## config.mk

```make
export PLATFORM = sky130hd
export DESIGN_NAME = ajbgm_ctrl
export DESIGN_NICKNAME = d
export VERILOG_FILES = /design/src/hw/rtl/ajbgm_pkg.sv /design/src/hw/rtl/ajbgm_ctrl.sv
export SDC_FILE = /design/constraint.sdc
export NUM_CORES = 1
export LEC_CHECK = 0
export ABC_AREA = 1
export BUFFER_PORTS_ARGS = -buffer_cell sky130_fd_sc_hd__clkbuf_2
export CAP_MARGIN = 20
export CORE_AREA = 2 2 39 41
export CTS_BUF_LIST = sky130_fd_sc_hd__clkbuf_16
export DETAILED_ROUTE_END_ITERATION = 8
export DIE_AREA = 0 0 41 43
export GPL_TIMING_DRIVEN = 0
export SYNTH_ARGS = -nofsm -noshare
export SYNTH_HDL_FRONTEND = slang
export SYNTH_SLANG_ARGS = --single-unit
```

## constraint.sdc

```tcl
create_clock -name clock -period 2.7 [get_ports clock]
set_input_delay 0.27 -clock clock [delete_from_list [all_inputs] [get_ports clock]]
set_output_delay 0.27 -clock clock [all_outputs]
set_load 0.005 [all_outputs]
```

## src/hw/rtl/ajbgm_pkg.sv

```systemverilog
package ajbgm_pkg;

   localparam int KIND_W    = 2;
   localparam int BYTE_W    = 8;
   localparam int BLK_W     = 13;
   localparam int MIX_W     = 24;
   localparam int SMP_W     = 16;
   localparam int VOL_W     = 16;
   localparam int COEF_W    = 16;
   localparam int LVL_W     = 17;
   localparam int GAIN_W    = 31;
   localparam int CSR_AW    = 5;
   localparam int CSR_DW    = 32;
   localparam int REQ_DW    = 72;
   localparam int REQ_UW    = 3;
   localparam int RSP_DW    = 48;

   localparam logic [VOL_W:0]  VOL_ONE  = 17'd32768;
   localparam logic [GAIN_W-1:0] GAIN_ONE = 31'h4000_0000;
   localparam logic signed [MIX_W-1:0] MIX_MAX = 24'sh7F_FFFF;
   localparam logic signed [MIX_W-1:0] MIX_MIN = -24'sh80_0000;

   typedef enum logic [KIND_W-1:0] {
      KIND_PUSH = 2'd0,
      KIND_PULL = 2'd1,
      KIND_GONE = 2'd2,
      KIND_NONE = 2'd3
   } kind_type;

   typedef enum logic [2:0] {
      REG_VOLUME = 3'd0,
      REG_COEF   = 3'd1,
      REG_PRIME  = 3'd2,
      REG_HIGH   = 3'd3,
      REG_RUN    = 3'd4,
      REG_STEREO = 3'd5
   } reg_type;

   typedef enum logic [3:0] {
      S_IDLE, S_PUSH, S_CLEAR, S_BLOCK, S_READ, S_GAIN, S_GNEW, S_MIX, S_OUT
   } state_type;

   typedef struct packed {
      logic [VOL_W-1:0]  volume;
      logic [COEF_W-1:0] coef;
      logic [LVL_W-1:0]  prime;
      logic [LVL_W-1:0]  high;
      logic              running;
      logic              stereo;
   } cfg_type;

   typedef struct packed {
      logic load;
      logic push;
      logic clear;
      logic block;
      logic read;
      logic gain_mul;
      logic gain_upd;
      logic mix_mul;
      logic out_load;
   } cmd_type;

   typedef struct packed {
      kind_type kind;
      logic     out_free;
   } sts_type;

endpackage

```

## src/hw/rtl/ajbgm_ctrl.sv

```systemverilog
module ajbgm_ctrl
   import ajbgm_pkg::*;
(
   input  logic    clock,
   input  logic    reset,
   input  logic    req_accept,
   input  sts_type sts,
   output logic    idle,
   output cmd_type cmd
);

   state_type state_ff, state_in;

   always_ff @(posedge clock) begin
      if (reset) state_ff <= S_IDLE;
      else       state_ff <= state_in;
   end

   always_comb begin
      state_in = state_ff;
      cmd      = '0;
      idle     = (state_ff == S_IDLE);
      case (state_ff)
         S_IDLE: begin
            if (req_accept) begin
               cmd.load = 1'b1;
               case (sts.kind)
                  KIND_PUSH: state_in = S_PUSH;
                  KIND_PULL: state_in = S_BLOCK;
                  KIND_GONE: state_in = S_CLEAR;
                  default:   state_in = S_IDLE;
               endcase
            end
         end
         S_PUSH: begin
            cmd.push = 1'b1;
            state_in = S_IDLE;
         end
         S_CLEAR: begin
            cmd.clear = 1'b1;
            state_in  = S_IDLE;
         end
         S_BLOCK: begin
            cmd.block = 1'b1;
            state_in  = S_READ;
         end
         S_READ: begin
            cmd.read = 1'b1;
            state_in = S_GAIN;
         end
         S_GAIN: begin
            cmd.gain_mul = 1'b1;
            state_in     = S_GNEW;
         end
         S_GNEW: begin
            cmd.gain_upd = 1'b1;
            state_in     = S_MIX;
         end
         S_MIX: begin
            cmd.mix_mul = 1'b1;
            state_in    = S_OUT;
         end
         S_OUT: begin
            if (sts.out_free) begin
               cmd.out_load = 1'b1;
               state_in     = S_IDLE;
            end
         end
         default: state_in = S_IDLE;
      endcase
   end

endmodule

```

* After elaboration in Yosys (flattened, before gate mapping)
Index checks and enable logic that the tools add are counted.
Storage, ports and cells: bits in registers 4, latch bits 0, bits in writable memories 0, bits in read-only memories 0, input port bits 6, output and inout port bits 10, logic and storage cells 31, memories kept 0
Operators by class: add/sub/neg operators 0, multiply operators 0, divide/modulo/power cells 0, order comparisons 0, equal/unequal tests 12, shifts and indexed selects 0, muxes and demuxes 15, bitwise logic cells 0, reductions and logical operators 3
Operators by type and width (count):
- $pmux 4 s7 | 1
- $eq 4x3->1 const B | 4
- $mux 1 | 11
- $eq 4x2->1 const B | 2
- $mux 4 | 2
- $pmux 2 s3 | 1
- $eq 4x1->1 const B | 1
- $eq 4x4->1 const B | 1
- $logic_not 4->1 | 1
- $ne 2x2->1 const B | 2
- $eq 2x1->1 const B | 1
- $eq 2x2->1 const B | 1
- $logic_not 2->1 | 1
- $reduce_and 2->1 | 1

* Depth between registers and ports, before layout
depth after elaboration 4, mapped depth 7, depth with buffers taken out 7

* Least setup slack after synthesis
Ideal clock, no wire load.
path kind register to output, from register state_ff[0], to output cmd[0] (netlist name), data arrival time 0.813 ns, data required time 2.430 ns, setup slack 1.617 ns, cell stages (with the launch flop) 4, buffers on the path 0, cells stage by stage dfxtp_1 -> nor2_2 -> inv_2 -> nor4_1
RTL lines:
- start, declared | RTL line ajbgm_ctrl.sv:12 | state_type state_ff, state_in;
- start signal, assigned | RTL line ajbgm_ctrl.sv:16 | else state_ff <= state_in;
- end, declared | RTL line ajbgm_ctrl.sv:9 | output cmd_type cmd

==> summary.txt <==
Status
  • Outcome: finished clean

Global route
  • Global-route wire length before repair: 1.03 mm
  • Vias in the first global route: 302
  • Initial antenna violation count: 0
  • Grt ovf: 0
  • GRT Resource Usage Total: 8.93%
  • Largest net degree at the start of global routing: 6

Critical path
  • Worst path arrival time: 1.22 ns
  • Critical Path Slowest Stage Cell: dfxtp_1
  • Buffers & Inverters on Critical Path: 2
  • CP startpoint kind: flip-flop
  • CP Class: reg -> out
  • Critical path endpoint category: output port
  • CP Data Required Time: 2.43 ns
  • CP max stage delay: 0.33 ns
  • Crit-path max FO: 5
  • CP Cell Sequence: nor2_2, inv_2, nor4_1, clkbuf_2
  • Largest delay share family, worst path: simple AND/OR/NAND/NOR gates
  • Crit. Startpoint: state_ff[0]
  • FF-to-FF Start: state_ff[0]

Finish
  • Nets@finish: 80
  • Commonest non-fill, non-tap cell in the layout: clkbuf_2
  • Antenna cells: 0
  • Design Area, Final: 477 sq um
  • Commonest cells after routing, fill and taps aside: clkbuf_2 (15), inv_1 (12), nand2_1 (11)
  • Largest regs: state_ff: 4 flops
  • Largest register FFs: 4
  • Share of layout cells above drive strength 1: 34.3%
  • Synth-to-layout area growth: 55.5%
  • Biggest register: state_ff
  • Fillers: 156

Clock tree
  • CTS resizes: 0
  • Clk Latency, worst-skew pair: 0.22 ns
  • CTS Hold Bufs: 0
  • CTS Buffer Depth: 2
  • H-tree levels: 1
  • Clk slew on worst S/H paths: 0.03 ns
  • Clock Sinks: 4
  • CTS root buffer: clkbuf_16
  • Post-CTS setup buffer count: 0
  • CTS tree: built
  • CTS Buf Count: 3

Worst hold path
  • Worst min path class: in -> reg
  • Hold Startpoint: reset

Detailed routing
  • Drt pass-1 iters: 2
  • # DRC: 0
  • Via count: 356
  • Final ANT Viol Nets: 0
  • Drt initial violations: 10
  • Detailed Route WL: 670 um
  • DR WL/cell: 7.79 um
  • Vias per cell: 4.14

STA
  • RSZ-0062 raised after global routing: no
  • Slew margin rel.: 84.3%
  • Pins Over Slew Limit: 0
  • Endpoints failing setup: 0
  • Slew of the pin with the lowest slew margin: 0.233 ns
  • Fmax: 0.672 GHz
  • Skew final: 0.000539 ns
  • Hold violation total from the final report: 0
  • Setup_tns: 0 ns
  • Final min period: 1.49 ns
  • Final period util: 55.1%

Yosys
  • #FFs+latches synth: 4
  • Syn_area_per_cell: 5.90 sq um
  • Syn. warnings: 0
  • Post-Syn Area: 307 sq um
  • Post-synthesis sequential area ratio: 26.1%
  • Mapped Cells: 52
  • Synth Net Count: 60
  • Synth cell types: 13

Die
  • Std cell rows: 14
  • Die ar.: 1760 sq um
  • Initial core utilization: 22.2%
  • IO Count: 16
  • Placeable Area: 1380 sq um
  • Chip width: 41 um
  • DIE HEIGHT: 43 um

Pwr
  • Overall power: 335 uW
  • Peak supply drop: 363 uV
  • Pwr/cell area: 703 nW/um^2
  • Lkg Pwr: 0.292 nW

Place
  • Placed cell areas: 402 sq um
  • Routability cong.: 0.688
  • HPWL Detailed: 586 um
  • # port buffers: 15

Job
  • Maxcap violations: 0
path summary, 6_finish.rpt:
path / to / slack [ns] / cells after the start
min: state_ff[3] / 0.26 / 2
max: cmd[0] / 1.21 / 4
min reg2reg: state_ff[2] / 0.59 / 3
max reg2reg: state_ff[1] / 1.70 / 6
per-layer routing:
metal / up-vias / track usage [%] / share of wire (%)
met4: 0 / 10.0 / 1.5
li1: 195 / - / -
met3: 2 / 1.57 / 6.7
met5: - / 0 / 0
met1: 147 / 9.94 / 49
met2: 12 / 12.5 / 43
final cells by class:
type                    count  area [sq um]  area share (%)
clock buffers               3          75.1            15.7
inverters                  14          52.6            11.0
multi-input cells          34           174            36.5
flip-flops and latches      4          80.1            16.8
well taps                  16          20.0            4.20
repair buffers             15          75.1            15.7
where the power goes:
part           internal (mW)  switching (mW)  total, mW
sequential            0.0625         0.00378     0.0662
combinational         0.0182          0.0241     0.0423
clock                  0.189          0.0375      0.226
stage by stage:
stage               utilization (%)  hold slack (ns)  cells  setup WS [ns]
floorplan                         -            0.339     52           1.62
global placement               29.0            0.482     83           1.43
detailed placement             29.0            0.486     83           1.41
CTS                            34.4            0.256     86           1.18
global route                   34.4            0.273     86           1.12
finish                         34.4            0.258     86           1.21
worst reg2reg max path, cell delays in order (launching register included):
cell and delay [ns]:
dfxtp_1 0.33, nor2_2 0.23, inv_2 0.09, nand3_1 0.09, nand2_1 0.05, nand2_1 0.06
nor2_1 0.04
cells by family after synthesis:
kind of cell | Yosys count | share of synthesized area (%)
adder cells (fa/ha/maj) | 2 | 8.16
AND/OR/NAND/NOR | 30 | 45.3
flip-flops | 4 | 26.1
AO/OA/AOI/OAI | 2 | 3.27
buffers and inverters | 14 | 17.1
synthesized netlist by cell type:
cell type	count	share of area, %
inv_1	12	15
a21oi_1	2	3.3
inv_2	2	2.4
nor4_1	1	2.0
nor2_1	6	7.3
or2_2	1	2.0
nor3_1	4	6.5
nand3_1	4	6.5
ha_1	2	8.2
dfxtp_1	4	26
nor2_2	2	4.1
nand2_1	11	13
nand3_2	1	3.3
Power figures use the tool's default switching activity.
