## config.mk

```make
export PLATFORM = sky130hd
export DESIGN_NAME = ajbgm_csr
export DESIGN_NICKNAME = d
export VERILOG_FILES = /design/src/hw/rtl/ajbgm_pkg.sv /design/src/hw/rtl/ajbgm_csr.sv
export SDC_FILE = /design/constraint.sdc
export NUM_CORES = 1
export LEC_CHECK = 0
export BUFFER_PORTS_ARGS = -buffer_cell sky130_fd_sc_hd__buf_4
export CORE_MARGIN = 2
export CORE_UTILIZATION = 40
export CTS_BUF_LIST = sky130_fd_sc_hd__clkbuf_8
export DETAILED_ROUTE_END_ITERATION = 6
export GPL_TIMING_DRIVEN = 0
export PLACE_DENSITY = 0.68
export SYNTH_ARGS = -nofsm -noshare
export SYNTH_HDL_FRONTEND = slang
export SYNTH_SLANG_ARGS = --single-unit
```

## constraint.sdc

```tcl
create_clock -name clock -period 1.2 [get_ports clock]
set_input_delay 0.12 -clock clock [delete_from_list [all_inputs] [get_ports clock]]
set_output_delay 0.12 -clock clock [all_outputs]
set_load 0.1 [all_outputs]
```

## src/hw/rtl/ajbgm_pkg.sv

```systemverilog
package ajbgm_pkg;

   localparam int KIND_W    = 2;
   localparam int BYTE_W    = 8;
   localparam int BLK_W     = 13;
   localparam int MIX_W     = 24;
   localparam int SMP_W     = 16;
   localparam int VOL_W     = 16;
   localparam int COEF_W    = 16;
   localparam int LVL_W     = 17;
   localparam int GAIN_W    = 31;
   localparam int CSR_AW    = 5;
   localparam int CSR_DW    = 32;
   localparam int REQ_DW    = 72;
   localparam int REQ_UW    = 3;
   localparam int RSP_DW    = 48;

   localparam logic [VOL_W:0]  VOL_ONE  = 17'd32768;
   localparam logic [GAIN_W-1:0] GAIN_ONE = 31'h4000_0000;
   localparam logic signed [MIX_W-1:0] MIX_MAX = 24'sh7F_FFFF;
   localparam logic signed [MIX_W-1:0] MIX_MIN = -24'sh80_0000;

   typedef enum logic [KIND_W-1:0] {
      KIND_PUSH = 2'd0,
      KIND_PULL = 2'd1,
      KIND_GONE = 2'd2,
      KIND_NONE = 2'd3
   } kind_type;

   typedef enum logic [2:0] {
      REG_VOLUME = 3'd0,
      REG_COEF   = 3'd1,
      REG_PRIME  = 3'd2,
      REG_HIGH   = 3'd3,
      REG_RUN    = 3'd4,
      REG_STEREO = 3'd5
   } reg_type;

   typedef enum logic [3:0] {
      S_IDLE, S_PUSH, S_CLEAR, S_BLOCK, S_READ, S_GAIN, S_GNEW, S_MIX, S_OUT
   } state_type;

   typedef struct packed {
      logic [VOL_W-1:0]  volume;
      logic [COEF_W-1:0] coef;
      logic [LVL_W-1:0]  prime;
      logic [LVL_W-1:0]  high;
      logic              running;
      logic              stereo;
   } cfg_type;

   typedef struct packed {
      logic load;
      logic push;
      logic clear;
      logic block;
      logic read;
      logic gain_mul;
      logic gain_upd;
      logic mix_mul;
      logic out_load;
   } cmd_type;

   typedef struct packed {
      kind_type kind;
      logic     out_free;
   } sts_type;

endpackage

```

## src/hw/rtl/ajbgm_csr.sv

```systemverilog
module ajbgm_csr
   import ajbgm_pkg::*;
(
   input  logic              clock,
   input  logic              reset,
   input  logic              csr_psel,
   input  logic              csr_penable,
   input  logic              csr_pwrite,
   input  logic [CSR_AW-1:0] csr_paddr,
   input  logic [CSR_DW-1:0] csr_pwdata,
   output logic [CSR_DW-1:0] csr_prdata,
   output logic              csr_pready,
   output cfg_type           cfg
);

   cfg_type cfg_ff;
   logic    wr;
   reg_type idx;

   assign wr         = csr_psel && csr_penable && csr_pwrite;
   assign idx        = reg_type'(csr_paddr[4:2]);
   assign csr_pready = 1'b1;
   assign cfg        = cfg_ff;

   always_ff @(posedge clock) begin
      if (reset) begin
         cfg_ff.volume  <= 16'd32768;
         cfg_ff.coef    <= 16'd68;
         cfg_ff.prime   <= 17'd4800;
         cfg_ff.high    <= 17'd48000;
         cfg_ff.running <= 1'b0;
         cfg_ff.stereo  <= 1'b1;
      end else if (wr) begin
         case (idx)
            REG_VOLUME: cfg_ff.volume  <= csr_pwdata[VOL_W-1:0];
            REG_COEF:   cfg_ff.coef    <= csr_pwdata[COEF_W-1:0];
            REG_PRIME:  cfg_ff.prime   <= csr_pwdata[LVL_W-1:0];
            REG_HIGH:   cfg_ff.high    <= csr_pwdata[LVL_W-1:0];
            REG_RUN:    cfg_ff.running <= csr_pwdata[0];
            REG_STEREO: cfg_ff.stereo  <= csr_pwdata[0];
            default: ;
         endcase
      end
   end

   always_comb begin
      case (idx)
         REG_VOLUME: csr_prdata = CSR_DW'(cfg_ff.volume);
         REG_COEF:   csr_prdata = CSR_DW'(cfg_ff.coef);
         REG_PRIME:  csr_prdata = CSR_DW'(cfg_ff.prime);
         REG_HIGH:   csr_prdata = CSR_DW'(cfg_ff.high);
         REG_RUN:    csr_prdata = CSR_DW'(cfg_ff.running);
         REG_STEREO: csr_prdata = CSR_DW'(cfg_ff.stereo);
         default:    csr_prdata = '0;
      endcase
   end

endmodule

```

Word-level counts from Yosys, hierarchy flattened
Cells that the tools add are included.

Reduce and logical (&&, ||, !) cells: 9. Eq/ne operators: 5. Mux-type cells: 1.

Operators with widths (number): 17-bit case mux with 6 select lines (1); 2-bit AND reduction (6); 3-bit by 2-bit equality test with 1-bit output (second input constant) (2); 3-bit equality test (second input constant) (2); 3-bit by 1-bit equality test with 1-bit output (second input constant) (1); 3-bit logical NOT (1); 1-bit logical AND (2).

Output and inout bits: 101. Word-level logic and storage cells: 21. Register bits: 68. Input port bits: 42.

Longest topological paths before layout
Depth after elaboration: 3. Mapped depth: 5. Gate-level depth less buffers: 3.

Worst setup path after synthesis
No wires, ideal clock.

Path kind: reg-to-output. Start: reg cfg_ff, in the netlist cfg[18]. End: out csr_prdata[16]. Setup slack: -2.278 ns. Stages on the path, launching flop included: 3. Data required time: 1.080 ns. Path buffers: 0. Arrival: 3.358 ns. Path through: dfxtp_1 mux2i_1 nor3b_1.

Word-level cells in the longest chain between the ends: 1.

Ends and longest elaborated chain: start, declared (line ajbgm_csr.sv:16) `cfg_type cfg_ff;`; 17-bit case mux with 6 select lines (line ajbgm_csr.sv:47) `case (idx)`; end, declared (line ajbgm_csr.sv:11) `output logic [CSR_DW-1:0] csr_prdata,`.

No other way between the ends.

Final worst setup path
Start: reg cfg_ff, in the netlist cfg[0]. End: out csr_prdata[0].

The elaborated chain is that of the path after synthesis.

==> results.md <==
- The flow ran to the end, but the final reports show violations.
- The checks that failed: setup timing.
- The transition at the pin with the smallest max-transition slack is 0.581 ns.
- For this design the ratio of total power to cell area is 868 mW/mm^2.
- The synthesized area per cell is 10.2 um^2.
- The weighted congestion at the end of routability-driven global placement is 0.775.
- The clock transition at the registers of the reported paths is 0.07 ns.
- From bottom edge to top edge, the die measures 96.5 um.
- On the final layout, the worst hold slack is 0.0366 ns.
- The final setup violation count is 17.
- The maximum number of pins on one net before global-route repair is 11.
- For this run, the top clock speed supported by timing is 581 MHz.
- The worst path arrival time is 1.60 ns.
- The number of global-route vias before repair is 3054.
- TritonCTS built the clock tree.
- The post-place setup slack is -0.470 ns.
- The wire length of the first global-routing pass is 16100 um.
- Sequential cells were found to cover 39.8% of the synthesized design area.
- The register with the most flip-flops in the layout has 68 of them.
- For this design the static power due to leakage is 2.42 nW.
- The root buffer cell chosen for the clock tree is sky130_fd_sc_hd__clkbuf_8.
- The hold violation total from the final report is 0.
- The signal on the critical path passes through mux4_2 -> mux2_4 -> buf_12.
- The starting density of the core is 41.4%.
- After routing the design area is 0.00551 mm^2.
- The number of cells in the design after placement is 561.
- The cell at the slowest stage of the critical path is sky130_fd_sc_hd__mux4_2.
- The mapped netlist covers 0.00342 mm^2.
- The finished layout holds 605 standard cells, fillers aside.
- The number of hold-repair buffers added at the cts stage is 0.
- The biggest fanout along the worst timing path is 2.
- Setup repair after global routing could not meet its margin everywhere.
- For the worst setup path, the data required time is 1.08 ns.
- For this run, the total global-route usage over all layers was measured as 23.7%.
- The number of different library cells used by synthesis comes to 26.
- The yosys synthesis warning count is 0.
- In this run the worst hold path is classified as in2reg.
- The die covers 0.00930 mm^2.
- The flip-flop and latch count after synthesis is 68.
- In this run the count of I/O pins placed on the die edge is 143.
- The overall power is 4.78 mW.
- The detailed-route wire length per cell is 17.8 um.
- Counting flops with an async set or reset pin after synthesis yields a share of 0%.
- Compared with the post-synthesis result, the final layout area differs by 61.3%.
- On the final layout, the worst clock skew is 0 ns.
- The worst-case vdd ir drop is 0.560 mV.
- Input and output buffers added on the ports amount to 108.
- 0 antenna diodes ended up in the layout.
- TritonCTS created 9 clock buffers.
- Counting every instance in the synthesized netlist gives 334.
- At the end of the flow, the number of nets in the layout was 538.
- Using the TritonRoute via totals, the vias-per-cell ratio works out to 5.01.
- The core outline area is 0.00826 mm^2.
- The initial antenna violation count is 0.
- The horizontal die dimension is 96.5 um.
- The instance area at placement is 0.00481 mm^2.
- The total overflow left after global routing is 0.
- After floorplanning, the core was divided into 33 placement rows.
- No sink is reached through more buffers than the 2 on the longest clock path.
- The number of maximum-capacitance constraint violations is 0.
- The count of nets left with antenna violations after detail routing is 0.
- In the routed design, unresolved DRC markers number 0.
- For this run, the detailed router's first-pass iteration total came to 4.
- The largest single stage delay on the critical path is 0.45 ns.
- The clock insertion delay at the later pin of the skew report is 0.34 ns.
- Headroom to the max-slew limit came out at 61.3%.
- After detailed routing, the total wire length is 10800 um.
- The prevailing post-synth register cell is sky130_fd_sc_hd__dfxtp_1.
- The ratio of final minimum period to clock period is 143%.
- In the post-route analysis, the smallest setup slack over all paths is -0.522 ns.
- In this run, the number of DRC markers left after iteration 0 of detailed routing was 118.
- Of the cells placed in the final design, the portion with a size suffix greater than 1 is 56.2%.
- The type of destination of the critical path is an output pin.
- Detailed routing inserted a total of 3032 vias.
- The number of max-slew violations in the final report came to 0.
- The worst path in the final design needs a cycle of 1.72 ns, including I/O delays and setup.
- STA classifies the critical path startpoint as a flip-flop.
- In this run, synthesis inferred 0 flip-flops with an integrated enable.
- The clock net sink count is 68.
- The critical path is of the reg2out type.
- The H-tree was split into 3 levels.
- The detailed placer's ending HPWL is 7270 um.
-- cells in the mapped netlist, types with 2 or more instances --
master	n	share of area [%]
sky130_fd_sc_hd__buf_2	7	1.0
sky130_fd_sc_hd__buf_4	17	3.7
sky130_fd_sc_hd__clkbuf_1	13	1.4
sky130_fd_sc_hd__conb_1	2	0.22
sky130_fd_sc_hd__dfxtp_1	68	40
sky130_fd_sc_hd__mux2i_1	56	16
sky130_fd_sc_hd__mux4_2	16	11
sky130_fd_sc_hd__nand2b_1	59	11
sky130_fd_sc_hd__nor2_1	26	2.9
sky130_fd_sc_hd__nor2b_1	28	5.1
sky130_fd_sc_hd__o21ai_0	27	4.0
-- worst paths after layout --
| kind | end | slack (ns) | startpoint | depth (start not counted) |
|---|---|---|---|---|
| max | csr_prdata[0] | -0.52 | cfg[0] | 3 |
| max reg2reg | cfg[20] | 0.28 | cfg[20] | 4 |
| min | cfg[0] | 0.04 | csr_pwdata[0] | 2 |
| min reg2reg | cfg[2] | 0.49 | cfg[2] | 2 |
-- placed cells by master (no fill, tap or decap) --
cell type                  count
sky130_fd_sc_hd__mux4_2       16
sky130_fd_sc_hd__conb_1       16
sky130_fd_sc_hd__dfxtp_4      66
sky130_fd_sc_hd__inv_1         2
sky130_fd_sc_hd__buf_12       18
sky130_fd_sc_hd__clkinv_1      2
sky130_fd_sc_hd__nand3_1       1
sky130_fd_sc_hd__nand4b_4      1
sky130_fd_sc_hd__and4b_2       1
sky130_fd_sc_hd__clkinv_2      2
sky130_fd_sc_hd__clkbuf_2      1
sky130_fd_sc_hd__or2_0         1
sky130_fd_sc_hd__nor2b_1      13
sky130_fd_sc_hd__mux2_4        1
sky130_fd_sc_hd__clkbuf_1     11
sky130_fd_sc_hd__dfxtp_2       2
sky130_fd_sc_hd__buf_6        30
sky130_fd_sc_hd__or3_1         1
sky130_fd_sc_hd__and3_1        1
sky130_fd_sc_hd__buf_2         5
sky130_fd_sc_hd__o21ai_0      27
sky130_fd_sc_hd__nor3_1        1
sky130_fd_sc_hd__buf_4       110
sky130_fd_sc_hd__nand2b_1     59
sky130_fd_sc_hd__nor2b_4      15
sky130_fd_sc_hd__clkbuf_8     10
sky130_fd_sc_hd__mux2i_1      55
sky130_fd_sc_hd__nor3b_4       1
sky130_fd_sc_hd__nor2_4        1
sky130_fd_sc_hd__o41a_1        1
sky130_fd_sc_hd__nor2_1       26
sky130_fd_sc_hd__mux2i_4       1
sky130_fd_sc_hd__nand4_1       1
sky130_fd_sc_hd__buf_1         1
-- critical path: cells and delay by family, from the launching register on --
family | cells | cell delay, ns
buffers and inverters | 1 | 0.17
multiplexers | 2 | 0.74
flip-flops | 1 | 0.35
-- power by group --
part | internal (mW) | total [mW] | switching, mW
Clock | 0.701 | 1.52 | 0.818
Sequential | 2.14 | 2.15 | 0.0123
Combinational | 0.358 | 1.12 | 0.759
Total | 3.19 | 4.78 | 1.59
-- cell families after synthesis --
logic type | share of synthesized area (%)
flops | 39.8
other cells | 0.220
compound gates | 4.28
mux | 27.3
buf+inv | 7.21
simple gates | 21.2
-- area by class of cell --
cell class | instances | area, um^2
Clock inverter | 6 | 25.0
Fill cell | 681 | 2740
Buffer | 40 | 263
Tap cell | 105 | 131
Clock buffer | 9 | 124
Sequential cell | 68 | 1610
Timing Repair Buffer | 137 | 1350
Multi-Input combinational cell | 240 | 2010
-- metal layers --
layer / part of all wire [%] / up-vias / global-route usage [%]
met4: 1.4 / 0 / 9.74
li1: - / 1443 / -
met5: 0 / - / 0
met1: 42 / 1474 / 29.3
met3: 5.1 / 13 / 4.73
met2: 52 / 102 / 40.3
-- timing repair --
| action | in CTS | in global routing |
|---|---|---|
| buffers inserted | 27 | 2 |
| gates resized for setup | 62 | 23 |
| endpoints found under the setup margin | 27 | 46 |
| pin swaps | 1 | 0 |
-- stage by stage --
stage / setup TNS, ns / utilization (%)
after floorplan: -4.42 / -
after global placement: -19.27 / 58.3
after detailed placement: -20.43 / 58.3
after CTS: -6.32 / 65.6
after global routing: -6.79 / 66.8
final: -6.34 / 66.8
(Power assumes the default switching activity.)
